==> src/hw/rtl/lwv_pkg.sv <==
// lwv_pkg: shared types and constants of the local window variance block
// no dependencies; imported by the controller, the datapath, the top level and the checker

package lwv_pkg;

   // position arithmetic width: holds rows and columns up to 4096 plus radius, with a sign
   localparam int POS_W = 14;
   localparam int VAR_W = 22;
   localparam int CTR_W = 10;

   localparam int RADIUS_W = 2;
   localparam int DIM_W    = 11;
   localparam int ADDR_W_CSR = 4;
   localparam int DATA_W   = 32;

   localparam logic [1:0] REG_RADIUS = 2'd0;
   localparam logic [1:0] REG_WIDTH  = 2'd1;
   localparam logic [1:0] REG_HEIGHT = 2'd2;

   localparam logic [RADIUS_W-1:0] RADIUS_RST = 2'd1;
   localparam logic [DIM_W-1:0]    WIDTH_RST  = 11'd640;
   localparam logic [DIM_W-1:0]    HEIGHT_RST = 11'd480;

   localparam logic FUNC_PIXEL = 1'b0;
   localparam logic FUNC_DRAIN = 1'b1;

   typedef struct packed {
      logic accept;
      logic start_win;
      logic issue;
      logic mul;
      logic sub;
      logic div_step;
      logic load_out;
      logic next_col;
   } cmd_type;

   typedef struct packed {
      logic item_go;
      logic win_last;
      logic div_last;
      logic more_cols;
      logic out_free;
   } status_type;

endpackage

==> src/hw/rtl/lwv_ctrl.sv <==
// lwv_ctrl: sequencer for one input beat and the windows it produces
// depends on lwv_pkg for the command and status structs

module lwv_ctrl
   import lwv_pkg::*;
(
   input  logic       clock,
   input  logic       reset,
   input  logic       req_valid,
   output logic       req_stall,
   input  status_type status,
   output cmd_type    cmd
);

   localparam logic [2:0] ST_IDLE = 3'd0;
   localparam logic [2:0] ST_CALC = 3'd1;
   localparam logic [2:0] ST_WAIT = 3'd2;
   localparam logic [2:0] ST_MUL  = 3'd3;
   localparam logic [2:0] ST_SUB  = 3'd4;
   localparam logic [2:0] ST_DIV  = 3'd5;
   localparam logic [2:0] ST_OUT  = 3'd6;

   logic [2:0] state_ff, state_in;

   always_comb begin
      state_in = state_ff;
      cmd      = '0;
      case (state_ff)
         ST_IDLE: begin
            if (req_valid) begin
               cmd.accept = 1'b1;
               if (status.item_go) begin
                  cmd.start_win = 1'b1;
                  state_in      = ST_CALC;
               end
            end
         end
         ST_CALC: begin
            cmd.issue = 1'b1;
            if (status.win_last) state_in = ST_WAIT;
         end
         ST_WAIT: state_in = ST_MUL;
         ST_MUL: begin
            cmd.mul  = 1'b1;
            state_in = ST_SUB;
         end
         ST_SUB: begin
            cmd.sub  = 1'b1;
            state_in = ST_DIV;
         end
         ST_DIV: begin
            cmd.div_step = 1'b1;
            if (status.div_last) state_in = ST_OUT;
         end
         ST_OUT: begin
            if (status.out_free) begin
               cmd.load_out = 1'b1;
               if (status.more_cols) begin
                  cmd.next_col  = 1'b1;
                  cmd.start_win = 1'b1;
                  state_in      = ST_CALC;
               end else begin
                  state_in = ST_IDLE;
               end
            end
         end
         default: state_in = ST_IDLE;
      endcase
   end

   assign req_stall = (state_ff != ST_IDLE);

   always_ff @(posedge clock) begin
      if (reset) begin
         state_ff <= ST_IDLE;
      end else begin
         state_ff <= state_in;
      end
   end

endmodule

==> config.mk <==
export PLATFORM = sky130hd
export DESIGN_NAME = lwv_ctrl
export DESIGN_NICKNAME = d
export VERILOG_FILES = /design/src/hw/rtl/lwv_pkg.sv /design/src/hw/rtl/lwv_ctrl.sv
export SDC_FILE = /design/constraint.sdc
export NUM_CORES = 1
export LEC_CHECK = 0
export BUFFER_PORTS_ARGS = -buffer_cell sky130_fd_sc_hd__buf_4
export CAP_MARGIN = 20
export CORE_AREA = 2 2 39 41
export CTS_CLUSTER_DIAMETER = 30
export DETAILED_ROUTE_END_ITERATION = 8
export DIE_AREA = 0 0 41 43
export SYNTH_ARGS = -nofsm -noshare
export SYNTH_HDL_FRONTEND = slang
export SYNTH_SLANG_ARGS = --single-unit
==> constraint.sdc <==
create_clock -name clock -period 2.3 [get_ports clock]
set_input_delay 0 -clock clock [delete_from_list [all_inputs] [get_ports clock]]
set_output_delay 0 -clock clock [all_outputs]
set_load 0.05 [all_outputs]
==> qor.yml, run 1 <==
yosys:
  share_of_synthesized_area_occupied_by_flip_flops_and_latches_pct: 25.7
  count_of_cell_types_in_the_netlist: 21
  yosys.area.top_type_share_pct: 25.7
  netlist_area_before_placement_um2: 234
  synth.most_common_cell: "sky130_fd_sc_hd__nor2_1"
  proportion_of_synthesized_flip_flops_having_asynchronous_set_or_reset_pct: 0
  share_of_the_synthesized_area_in_compound_gates_ao_oa_aoi_oai_pct: 19.8
  synthSimpleGateAreaFrac_pct: 38.5
  synth_area_leaders: "sky130_fd_sc_hd__dfxtp_1, sky130_fd_sc_hd__nor2_1, sky130_fd_sc_hd__and4b_4, sky130_fd_sc_hd__buf_6, sky130_fd_sc_hd__inv_1"
  ys_seq_elements: 3
  post_synth_xor_area_fraction_pct: 0
  yosys_warnings: 0
  post_synth.cell_area_avg_um2: 7.31
  synthTopCellsByCount: "sky130_fd_sc_hd__nor2_1, sky130_fd_sc_hd__dfxtp_1, sky130_fd_sc_hd__inv_1, sky130_fd_sc_hd__nand2_1"
  synth_top_family_by_area: "simple AND/OR/NAND/NOR gates"
  post_syn_instances: 32
  synth_enable_flop_cells: 0
  post-synth-top-area-cell: "sky130_fd_sc_hd__dfxtp_1"
  post_synth_fa_ha_maj_area_fraction_pct: 0
  flip_flop_cell_with_the_highest_count_after_synthesis: "sky130_fd_sc_hd__dfxtp_1"
  syn-num-nets: 40
  synth_mux_area_share_pct: 4.28
setup_path:
  worst_ep_required_time_ns: 2.30
  rr_startpoint: "state_ff[2]$_SDFFE_PP0P_"
  capturing_element_type_of_the_critical_path: "output port"
  timing.critical_path.fanout_max: 9
  worstRegToRegCells: 3
  critPathLaunchType: "flop"
  critPathArrivalTime_ns: 1.43
  worstReg2RegEnd: "state_ff[1]$_SDFFE_PP0P_"
  end_point_of_the_critical_path: "cmd[6]"
  cp_cell_sequence: "and4b_4 -> and2_4 -> a31o_1 -> buf_4"
  reg2reg_setup_slack_ns: 1.25
  critical-path-max-stage-delay_ns: 0.49
  cp_slowest_cell: "sky130_fd_sc_hd__dfxtp_1"
  worst_setup_path_startpoint: "state_ff[2]$_SDFFE_PP0P_"
  timing.setup.critical_path_class: "reg2out"
sta:
  worst_clock_skew_ns: 0.00672
  peak_freq_mhz: 698
  worst-slew-pin-transition_ns: 0.308
  rsz_0062_raised_after_global_routing: "false"
  layout_min_cycle_time_ns: 1.43
  timing.hold.ws_ns: 0.0965
  timing.setup.tns_ns: 0
  hold_vio_cnt_final: 0
  layout_worst_path_cycle_share_pct: 62.3
  finalSetupViolCount: 0
  final_slew_viol_count: 0
  maxSlewHeadroom_pct: 79.5
power_and_ir_drop:
  clock_network_fraction_of_total_power_pct: 38.8
  int_power_mw: 0.153
  power_density_cells_nw_per_um2: 604
  power.leakage_nw: 0.187
  combPwrFrac_pct: 35.0
  share_seq_of_total_power_pct: 26.2
  power.total_mw: 0.238
  switching_share_pct: 35.7
  worst_ir_drop_vdd_mv: 0.228
  switching_power_mw: 0.0851
min_path:
  worst_hold_path_type: "in2reg"
layout:
  area_overhead_vs_synth_pct: 68.4
  reg.largest.list: "state_ff (3)"
  area.sequential_um2: 60.1
  antenna_diodes: 0
  final_net_count: 60
  largest-register: "state_ff"
  final_layout_size_suffix_gt1_share_pct: 41.2
  fillCellCount: 153
  multi_input_comb_area_um2: 146
  largest_register_ffs: 3
global_routing:
  initial_antenna_violation_count: 0
  global_route.overflow_total: 0
  grt_max_degree: 10
  wire_length_of_the_first_global_routing_pass_um: 848
  total_grt_usage_pct: 7.32
  first_global_vias: 240
routing:
  detail_route.vias_per_cell: 4.13
  post-route-drc-count: 0
  detail_route.wirelength_um: 580
  initial_drt_pass_iterations: 2
  routed_wire_length_per_instance_um: 8.66
  maxUsedRoutingLayer: "met3"
  drt_iter0_drc: 1
  met3_length_um: 50
  ant_nets: 0
  wl_met2_um: 279
  drt-met1-wl_um: 250
  routed-via-count: 277
clock_tree:
  clk_path_buf_depth: 2
  cts-root-buf: "sky130_fd_sc_hd__clkbuf_4"
  cts_max_level: 1
  tritoncts_clock_tree: "yes"
  cts_resized: 0
  cts_bufs_inserted: 3
  clk_latency_ns: 0.23
  post-cts-setup-buffer-count: 0
  clkSinkCount: 3
  cts.clk_slew.worst_paths_ns: 0.04
die:
  fp.dieArea_um2: 1760
  die_w_um: 41
  fp-row-count: 14
  die_height_um: 43
  effective_utilization_at_floorplan_pct: 16.9
  top_level_ports: 17
  coreArea_um2: 1380
flow_run:
  drv.max_cap_violation_count: 0
outcome:
  outcome: "complete, no violations"
placement:
  detailedPlacementHpwl_um: 455
  numPortBuffers: 16
  gpl.final_weighted_congestion: 0.807
## cell families after synthesis
kind of cell	count (synthesis)
AOI/OAI and AO/OA	7
DFF	3
muxes	1
and+or+nand+nor	16
buffers and inverters	5
## worst min-delay path by stage
stage / cells past startpoint / to / start / slack (ns)
after detailed placement: 2 / state_ff[2]$_SDFFE_PP0P_ / reset / 0.19
after global placement: 2 / state_ff[1]$_SDFFE_PP0P_ / reset / 0.19
after floorplan: 1 / state_ff[1]$_SDFFE_PP0P_ / reset / 0.07
after global routing: 4 / state_ff[1]$_SDFFE_PP0P_ / status[0] / 0.11
after CTS: 4 / state_ff[2]$_SDFFE_PP0P_ / status[0] / 0.09
final: 4 / state_ff[2]$_SDFFE_PP0P_ / status[0] / 0.1
## per-stage QoR
stage / utilization, % / std cells / setup slack [ns] / instance area, µm²
6_report: 28.5 / 67 / 0.868 / 394
5_1_grt: 28.5 / 67 / 0.801 / 394
4_1_cts: 28.5 / 67 / 0.859 / 394
3_3_place_gp: 25.9 / 62 / 1.11 / 358
2_1_floorplan: - / 32 / 0.728 / 234
3_5_place_dp: 25.9 / 62 / 1.12 / 358
## power groups by stage
stage	Sequential, mW	Combinational, mW	Clock [mW]
CTS	0.0623	0.0840	0.0976
finish	0.0624	0.0832	0.0925
detailed placement	0.0631	0.0824	0
floorplan	0.0597	0.0590	0
global placement	0.0629	0.0830	0
global route	0.0636	0.0882	0.0995
## critical path: cells and delay by family, from the launching register on
family	cells	cell delay, ns
AND/OR/NAND/NOR	2	0.43
flip-flops	1	0.49
buffers and inverters	1	0.19
AO/OA/AOI/OAI	1	0.09
## cells in the final DEF, fill, tap and decap left out
cell type and n:
sky130_fd_sc_hd__inv_1 3, sky130_fd_sc_hd__nor2_1 4, sky130_fd_sc_hd__a211oi_1 1, sky130_fd_sc_hd__and2_1 1, sky130_fd_sc_hd__a31o_1 1, sky130_fd_sc_hd__and4b_4 1
sky130_fd_sc_hd__dlygate4sd3_1 1, sky130_fd_sc_hd__nand3b_1 1, sky130_fd_sc_hd__clkbuf_4 3, sky130_fd_sc_hd__nor3_1 2, sky130_fd_sc_hd__buf_4 16, sky130_fd_sc_hd__dfxtp_1 3
sky130_fd_sc_hd__nand2_1 3, sky130_fd_sc_hd__or2_1 1, sky130_fd_sc_hd__a31oi_1 1, sky130_fd_sc_hd__nand2b_1 1, sky130_fd_sc_hd__a22o_1 1, sky130_fd_sc_hd__nand3_1 1
sky130_fd_sc_hd__clkbuf_1 1, sky130_fd_sc_hd__mux2i_1 1, sky130_fd_sc_hd__o21ai_0 1, sky130_fd_sc_hd__and2_4 1, sky130_fd_sc_hd__a21oi_1 2
## cell type report
type | count | area share, %
Tap cell | 16 | 5.08
Multi-Input combinational cell | 24 | 37.1
Clock buffer | 4 | 6.67
Inverter | 3 | 2.86
Timing Repair Buffer | 17 | 33.0
Sequential cell | 3 | 15.2
## metal layers
layer  track usage [%]  up-vias
li1                  -      147
met4              6.00        0
met1              8.65      120
met5                 0        -
met3              3.14        0
met2              9.69       10
## what timing repair did
item	4_1_cts	5_1_grt
hold buffers	1	0
hold endpoints to repair	2	0
endpoints found under the setup margin	0	0
(Power assumes the default switching activity.)
==> run 2, diff against run 1 <==
==> constraint.sdc (replaced) <==
create_clock -name clock -period 1.4 [get_ports clock]
set_input_delay 0 -clock clock [delete_from_list [all_inputs] [get_ports clock]]
set_output_delay 0 -clock clock [all_outputs]
set_load 0.05 [all_outputs]
==> run 2 against run 1 <==
First-iteration DRC count rose to 3.0 times the previous value. Flip-flop and latch count unchanged. Critical path depth unchanged. Largest power group unchanged. Critical path type unchanged. Critical endpoint unchanged.
==> qor.yml, run 2 (synthesis gave the netlist of run 1 again) <==
layout:
  final_common_cell: "sky130_fd_sc_hd__buf_4"  # unchanged
  antenna_diodes: 0  # unchanged
  final_layout_size_suffix_gt1_share_pct: 51.0  # was 41.2%
  final_net_count: 60  # unchanged
  fillCellCount: 157  # was 153
  utilization_pct: 29.3  # was 28.5%
  reg.largest.list: "state_ff (3)"  # unchanged
  area_overhead_vs_synth_pct: 73.3  # was 68.4%
  largest-register: "state_ff"  # unchanged
  most-common-layout-cells: "sky130_fd_sc_hd__buf_4, sky130_fd_sc_hd__nor2_1, sky130_fd_sc_hd__inv_1, sky130_fd_sc_hd__nand2_1, sky130_fd_sc_hd__clkbuf_4"  # was sky130_fd_sc_hd__buf_4, sky130_fd_sc_hd__nor2_1
  largest_register_ffs: 3  # unchanged
power_and_ir_drop:
  int_power_mw: 0.253  # was 0.153 mW
  switching_share_pct: 35.9  # was 35.7%
  worst_ir_drop_vdd_mv: 0.328  # was 0.228 mV
  combPwrFrac_pct: 34.9  # was 35.0%
  switching_power_mw: 0.142  # was 0.0851 mW
  power_density_cells_nw_per_um2: 975  # was 604 nW/µm²
  share_seq_of_total_power_pct: 26.6  # was 26.2%
  power.leakage_nw: 0.193  # was 0.187 nW
  clock_network_fraction_of_total_power_pct: 38.5  # was 38.8%
setup_path:
  worst_setup_path_startpoint: "state_ff[0]$_SDFFE_PP0P_"  # was state_ff[2]$_SDFFE_PP0P_
  timing.critical_path.fanout_max: 8  # was 9
  cp_cell_sequence: "and4b_4 -> and2_4 -> a31o_2 -> buf_4"  # was and4b_4 -> and2_4 -> a31o_1 -> buf_4
  critPathLaunchType: "flop"  # unchanged
  end_point_of_the_critical_path: "cmd[6]"  # unchanged
  cp.depth: 4  # unchanged
  cp_slowest_cell: "sky130_fd_sc_hd__dfxtp_4"  # was sky130_fd_sc_hd__dfxtp_1
  path_buf_inv: 1  # unchanged
  worst_ep_required_time_ns: 1.40  # was 2.30 ns
  critPathArrivalTime_ns: 1.36  # was 1.43 ns
  worstReg2RegEnd: "state_ff[1]$_SDFFE_PP0P_"  # unchanged
  reg2reg_setup_slack_ns: 0.41  # was 1.25 ns
  timing.setup.critical_path_class: "reg2out"  # unchanged
  worstRegToRegCells: 3  # unchanged
  worst_path_dominant_cell_family: "flip-flops"  # unchanged
  critical-path-max-stage-delay_ns: 0.37  # was 0.49 ns
  capturing_element_type_of_the_critical_path: "output port"  # unchanged
  rr_startpoint: "state_ff[1]$_SDFFE_PP0P_"  # was state_ff[2]$_SDFFE_PP0P_
routing:
  initial_drt_pass_iterations: 2  # unchanged
  detail_route.vias_per_cell: 4.09  # was 4.13
  routed-via-count: 274  # was 277
  post-route-drc-count: 0  # unchanged
  ant_nets: 0  # unchanged
  detail_route.wirelength_um: 621  # was 580 µm
  drt_iter0_drc: 3  # was 1
  routed_wire_length_per_instance_um: 9.27  # was 8.66 µm
clock_tree:
  tritoncts_clock_tree: "yes"  # unchanged
  cts.clk_slew.worst_paths_ns: 0.04  # about the same
  cts_max_level: 1  # unchanged
  cts_bufs_inserted: 3  # unchanged
  clk_path_buf_depth: 2  # unchanged
  clkSinkCount: 3  # unchanged
  clk_latency_ns: 0.23  # about the same
  cts-root-buf: "sky130_fd_sc_hd__clkbuf_4"  # unchanged
sta:
  worst_clock_skew_ns: 0.00137  # was 0.00672 ns
  timing.setup.tns_ns: 0  # unchanged
  worst-slew-pin-transition_ns: 0.274  # was 0.308 ns
  finalSetupViolCount: 0  # unchanged
  maxSlewHeadroom_pct: 81.6  # was 79.5%
  peak_freq_mhz: 737
  final_slew_viol_count: 0  # unchanged
  rsz_0062_raised_after_global_routing: "false"  # unchanged
  hold_vio_cnt_final: 0  # unchanged
  layout_min_cycle_time_ns: 1.36
  layout_worst_path_cycle_share_pct: 96.9
die:
  fp.dieArea_um2: 1760  # unchanged
  die_height_um: 43  # unchanged
  die_w_um: 41  # unchanged
  fp-row-count: 14  # unchanged
  top_level_ports: 17  # unchanged
  effective_utilization_at_floorplan_pct: 16.9  # unchanged
  coreArea_um2: 1380  # unchanged
global_routing:
  grt_max_degree: 10  # unchanged
  global_route.overflow_total: 0  # unchanged
  total_grt_usage_pct: 8.33  # was 7.32%
  wire_length_of_the_first_global_routing_pass_mm: 1.02  # was 848 µm
  first_global_vias: 269  # was 240
  initial_antenna_violation_count: 0  # unchanged
min_path:
  worst_hold_path_type: "in2reg"  # unchanged
flow_run:
  drv.max_cap_violation_count: 0  # unchanged
outcome:
  outcome: "complete, no violations"  # unchanged
placement:
  numPortBuffers: 16  # unchanged
  gpl.final_weighted_congestion: 0.682  # was 0.807
  detailedPlacementHpwl_um: 465  # was 455 µm
==> run 2: worst min-delay path by stage <==
stage | from | endpoint | slack, ns | cells past startpoint
after floorplan | reset | state_ff[1]$_SDFFE_PP0P_ | 0.07 | 1
after global placement | reset | state_ff[1]$_SDFFE_PP0P_ | 0.19 | 2
after detailed placement | reset | state_ff[1]$_SDFFE_PP0P_ | 0.19 | 2
after CTS | status[0] | state_ff[1]$_SDFFE_PP0P_ | 0.08 | 4
after global routing | status[0] | state_ff[1]$_SDFFE_PP0P_ | 0.09 | 4
final | status[0] | state_ff[1]$_SDFFE_PP0P_ | 0.09 | 4
==> run 2: power groups by stage <==
stage | sequential [mW] | combinational (mW) | clock, mW
after global routing | 0.106 | 0.148 | 0.171
after floorplan | 0.0985 | 0.0981 | 0
after global placement | 0.105 | 0.137 | 0
after detailed placement | 0.105 | 0.136 | 0
final | 0.105 | 0.138 | 0.152
after CTS | 0.105 | 0.139 | 0.165
==> run 2: routing by layer <==
layer | routed length (µm) | track usage, % | up-vias
li1 | - | - | 149
met1 | 280 | 9.97 | 113
met2 | 287 | 12.2 | 12
met3 | 53 | 2.09 | 0
met4 | 0 | 6.00 | 0
met5 | 0 | 0 | -
==> run 2: per-stage QoR <==
| stage | total power [mW] | setup slack (ns) | cell area (µm²) | hold slack [ns] | instances |
|---|---|---|---|---|---|
| 2_1_floorplan | 0.197 | 0.00344 | 239 | 0.0691 | 32 |
| 3_3_place_gp | 0.242 | 0.204 | 363 | 0.192 | 62 |
| 3_5_place_dp | 0.242 | 0.180 | 363 | 0.192 | 62 |
| 4_1_cts | 0.409 | 0.0259 | 405 | 0.0781 | 67 |
| 5_1_grt | 0.425 | 0.00402 | 405 | 0.0872 | 67 |
| 6_report | 0.395 | 0.0434 | 405 | 0.0864 | 67 |
==> run 2: worst reg2reg max path: stages, from the launching register on <==
cell,delay (ns)
sky130_fd_sc_hd__dfxtp_2,0.36
sky130_fd_sc_hd__nand2b_1,0.20
sky130_fd_sc_hd__or2_1,0.24
sky130_fd_sc_hd__a21oi_1,0.13
==> run 2: cell type report <==
type	count	area [µm²]	share of cell area (%)
multi-input combinational	24	151	37.3
timing repair buffer	17	130	32.1
sequential	3	66.3	16.4
clock buffer	4	26.3	6.48
tap	16	20.0	4.94
inverter	3	11.3	2.78
==> run 2: repair_timing <==
action                                 CTS  global route
buffers inserted                         0             0
gates resized for setup                  4             0
hold buffers                             1             0
setup endpoints to repair                1             0
endpoints found under the hold margin    2             0
